**src/xxh64_pkg.sv**
```systemverilog
// ----------------------------------------------------------------------------
// xxh64_pkg: shared types and constants for the xxHash64 stream hasher
// Primes, field widths and the queue item format.
// ----------------------------------------------------------------------------
package xxh64_pkg;

  localparam logic [63:0] P1 = 64'd11400714785074694791;
  localparam logic [63:0] P2 = 64'd14029467366897019727;
  localparam logic [63:0] P3 = 64'd1609587929392839161;
  localparam logic [63:0] P4 = 64'd9650029242287828579;
  localparam logic [63:0] P5 = 64'd2870177450012600261;

  localparam int WORD_W  = 64;
  localparam int CNT_W   = 4;
  localparam int QUEUE_DEPTH = 2;

  localparam logic [CNT_W-1:0] FULL_CNT = 4'd8;

  // one classified request as it travels from front to back
  typedef struct packed {
    logic [WORD_W-1:0] word;
    logic [CNT_W-1:0]  cnt;   // 0..8, non-last words always 8
    logic              last;
  } xxh_item_t;

  function automatic logic [63:0] rotl64(input logic [63:0] x, input int unsigned r);
    rotl64 = (x << r) | (x >> (64 - r));
  endfunction

  function automatic logic [63:0] lane_init(input logic [63:0] s, input logic [1:0] idx);
    case (idx)
      2'd0:    lane_init = s + P1 + P2;
      2'd1:    lane_init = s + P2;
      2'd2:    lane_init = s;
      default: lane_init = s - P1;
    endcase
  endfunction

endpackage

```
**src/xxh64_front.sv**
```systemverilog
// ----------------------------------------------------------------------------
// xxh64_front: request intake
// Clamps the byte count, classifies the request and queues it for the back end.
// ----------------------------------------------------------------------------
module xxh64_front #(
  parameter int Depth = xxh64_pkg::QUEUE_DEPTH
) (
  input  logic                  clk,
  input  logic                  rst,
  input  logic                  in_valid,
  output logic                  in_ready,
  input  logic [63:0]           in_word,
  input  logic [3:0]            in_cnt,
  input  logic                  in_last,
  output logic                  q_valid,
  input  logic                  q_pop,
  output xxh64_pkg::xxh_item_t  q_item
);
  import xxh64_pkg::*;

  localparam int PtrW = (Depth > 1) ? $clog2(Depth) : 1;
  localparam int CntW = $clog2(Depth + 1);

  xxh_item_t           entries [Depth];
  logic [PtrW-1:0]     wr_ptr;
  logic [PtrW-1:0]     rd_ptr;
  logic [CntW-1:0]     count;
  xxh_item_t           item_in;
  logic                push;
  logic                pop;

  // non-last words count as full; oversized counts clamp to 8
  always_comb begin
    item_in.word = in_word;
    item_in.last = in_last;
    if (!in_last || in_cnt > FULL_CNT) begin
      item_in.cnt = FULL_CNT;
    end else begin
      item_in.cnt = in_cnt;
    end
  end

  assign in_ready = (count != CntW'(Depth));
  assign q_valid  = (count != '0);
  assign q_item   = entries[rd_ptr];
  assign push     = in_valid && in_ready;
  assign pop      = q_pop && q_valid;

  always_ff @(posedge clk) begin
    if (push) begin
      entries[wr_ptr] <= item_in;
    end
    if (rst) begin
      wr_ptr <= '0;
      rd_ptr <= '0;
      count  <= '0;
    end else begin
      if (push) begin
        wr_ptr <= (wr_ptr == PtrW'(Depth - 1)) ? '0 : wr_ptr + 1'b1;
      end
      if (pop) begin
        rd_ptr <= (rd_ptr == PtrW'(Depth - 1)) ? '0 : rd_ptr + 1'b1;
      end
      count <= count + CntW'(push) - CntW'(pop);
    end
  end

endmodule

```
**config.mk**
```make
export PLATFORM = sky130hd
export DESIGN_NAME = xxh64_front
export DESIGN_NICKNAME = d
export VERILOG_FILES = /design/src/xxh64_pkg.sv /design/src/xxh64_front.sv
export SDC_FILE = /design/constraint.sdc
export NUM_CORES = 1
export LEC_CHECK = 0
export ABC_AREA = 1
export BUFFER_PORTS_ARGS = -buffer_cell sky130_fd_sc_hd__buf_4
export CORE_MARGIN = 4
export CORE_UTILIZATION = 45
export CTS_CLUSTER_DIAMETER = 60
export DETAILED_ROUTE_END_ITERATION = 6
export PLACE_DENSITY_LB_ADDON = 0.25
export SYNTH_ARGS = -nofsm -noshare
export SYNTH_HDL_FRONTEND = slang
export SYNTH_SLANG_ARGS = --single-unit
```
**constraint.sdc**
```tcl
create_clock -name clk -period 8.2 [get_ports clk]
set_input_delay 0.82 -clock clk [delete_from_list [all_inputs] [get_ports clk]]
set_output_delay 0.82 -clock clk [all_outputs]
set_load 0.01 [all_outputs]
```
==> flow_summary.json <==
{
  "synthCells": 262,
  "synth.area.top_cells": "edfxtp_1 78%, mux2_2 13%, mux2_4 2.8%",
  "status": "finished clean",
  "critPathSlowestCell": "dfxtp_4",
  "hpwl_um": 6150,
  "cellLeakagePower_nw": 2.73,
  "ys_types": 17,
  "grt_pass1_wl_um": 14500,
  "layout-drive-gt1-share": 0.574,
  "antenna_found_initial": 0,
  "place_area_um2": 6530,
  "routedWlPerCell_um": 16.7,
  "via_per_inst": 4.84,
  "rsz0062_at_grt": "no",
  "worstPathCellList": "mux2_2 -> buf_4",
  "die_area_um2": 13600,
  "yosysTopAreaCellShare": 0.781,
  "fin_skew_ns": 0.00765,
  "core_um2": 11500,
  "final-setup-viol-count": 0,
  "max_freq_ghz": 0.350,
  "wl_um": 9580,
  "worstMarginPinSlew_ns": 1.01,
  "gp_congestion": 0.701,
  "clk_latency_ns": 0.40,
  "peakVddDrop_v": 0.000154,
  "cts_setup_buffers": 0,
  "max_stage_delay_ns": 0.98,
  "synth_enable_flop_cells": 138,
  "fillers": 834,
  "powerDensity_nw_per_um2": 320,
  "rows": 39,
  "area_growth_pct": 34.7,
  "ctsHoldBuffers": 0,
  "track_usage": 0.143,
  "postSynthAreaPerCell_um2": 20.2,
  "ys.flop_type": "edfxtp_1",
  "start_util": 0.463,
  "fin_nets": 492,
  "fin_crit_ns": 2.86,
  "multi_input_area_um2": 968,
  "slew_headroom": 0.326,
  "syn_nets": 336,
  "required_ns": 7.38,
  "vias": 2772,
  "grt_max_degree": 70,
  "yosys-top-cells-count": "138 x edfxtp_1, 59 x mux2_2, 13 x nor2_1, 12 x inv_1, 10 x mux2_4",
  "synthArstFlopShare": 0,
  "hold_viol": 0,
  "start_kind": "flip-flop",
  "worstPathArrival_ns": 2.04,
  "final_area_um2": 7150,
  "regArea_um2": 4250,
  "cts-buffers-inserted": 17,
  "drv_slew": 0,
  "cts.sinks": 143,
  "root_buffer": "clkbuf_16",
  "die_h_um": 117,
  "dieWidth_um": 117,
  "yosysMostFrequentCell": "edfxtp_1",
  "tritoncts": "yes",
  "cts_resized": 0,
  "path_class": "flip-flop to output pin",
  "max-cap-violations": 0,
  "gr-total-overflow": 0,
  "ys_seq_area_frac": 0.800,
  "io_buffers": 143,
  "drc": 0,
  "clock_path_buffers": 2,
  "grt_pass1_vias": 2916,
  "io_pins": 144,
  "clk_pin_slew_ns": 0.06,
  "path_max_fanout": 69,
  "worst_hold_path_type": "flip-flop to flip-flop",
  "drt_iter0_markers": 186,
  "synth_area_um2": 5310,
  "period_share": 0.348,
  "ys_ff_latch": 143,
  "cts_max_level": 4,
  "yosys_warnings": 0,
  "setup_tns_ns": 0,
  "ant_nets": 0,
  "firstDrtPassIters": 4,
  "endpoint_kind": "output pin",
  "diodes": 0,
  "yosysTopAreaCell": "edfxtp_1"
}
## routing by layer
| layer | track usage | up-vias | part of all wire |
|---|---|---|---|
| met5 | 0 | - | 0 |
| met4 | 0.0619 | 0 | 0.0094 |
| met3 | 0.0539 | 5 | 0.084 |
| met2 | 0.237 | 92 | 0.51 |
| met1 | 0.169 | 1360 | 0.39 |
| li1 | - | 1315 | - |
## state kept, by name (all words and copies together) (netlist names), named ones only
signal	cells
entries	138
count	2
rd_ptr	1
wr_ptr	1
## area by class of cell
| cell class | count | area share |
|---|---|---|
| clock buffer | 17 | 0.0595 |
| clock inverter | 14 | 0.0268 |
| inverter | 12 | 0.00630 |
| multi-input combinational | 99 | 0.136 |
| sequential | 143 | 0.594 |
| tap | 143 | 0.0250 |
| timing repair buffer | 145 | 0.152 |
## kinds of logic (layout without fill, tap and decap cells)
family | count (synthesis) | after routing | share of synthesized area
XOR/XNOR | 1 | 1 | 0.00165
adder cells (fa/ha/maj) | 1 | 1 | 0.00236
flip-flops | 143 | 143 | 0.800
multiplexers | 69 | 69 | 0.154
AND/OR/NAND/NOR | 25 | 25 | 0.0189
AO/OA/AOI/OAI | 3 | 3 | 0.00330
buffers and inverters | 20 | 188 | 0.0203
## metrics by stage
| stage | std cells | total power (W) | setup slack [ns] | hold slack, ns | util |
|---|---|---|---|---|---|
| global route | 573 | 0.00240 | 5.25 | 0.573 | 0.623 |
| global placement | 542 | 0.00152 | 5.29 | 0.477 | 0.569 |
| floorplan | 262 | 0.00129 | 3.84 | 0.467 | - |
| detailed placement | 542 | 0.00153 | 5.26 | 0.505 | 0.569 |
| CTS | 573 | 0.00232 | 5.30 | 0.520 | 0.623 |
| finish | 573 | 0.00229 | 5.34 | 0.518 | 0.623 |
## placed cells by master, fill, tap and decap left out, drive strengths merged
| cell type | count |
|---|---|
| clkbuf | 17 |
| nand3 | 1 |
| a21boi | 1 |
| dfxtp | 5 |
| nor2 | 13 |
| nand2 | 9 |
| nor3 | 1 |
| edfxtp | 138 |
| inv | 13 |
| xnor2 | 1 |
| a21oi | 2 |
| ha | 1 |
| mux2 | 69 |
| clkinvlp | 3 |
| nand3b | 1 |
| clkinv | 6 |
| buf | 145 |
| bufinv | 4 |
## worst paths after layout
kind             start             end  slack [ns]  depth (start not counted)
max          flip-flop      q_item[66]        5.34                          2
min             rd_ptr          rd_ptr        0.52                          2
max reg2reg   count[0]  entries[1][18]        5.74                          5
min reg2reg     rd_ptr          rd_ptr        0.52                          2
## where the power goes
part	switching (W)	internal [W]
Sequential	0.0000673	0.000929
Clock	0.000280	0.000507
Combinational	0.000223	0.000281
## worst max-delay path, delay by kind of cell (launching register included)
kind                   cells  cell delay [ns]
multiplexers               1             0.43
flip-flops                 1             0.98
buffers and inverters      1             0.15
Power figures use the tool's default switching activity.
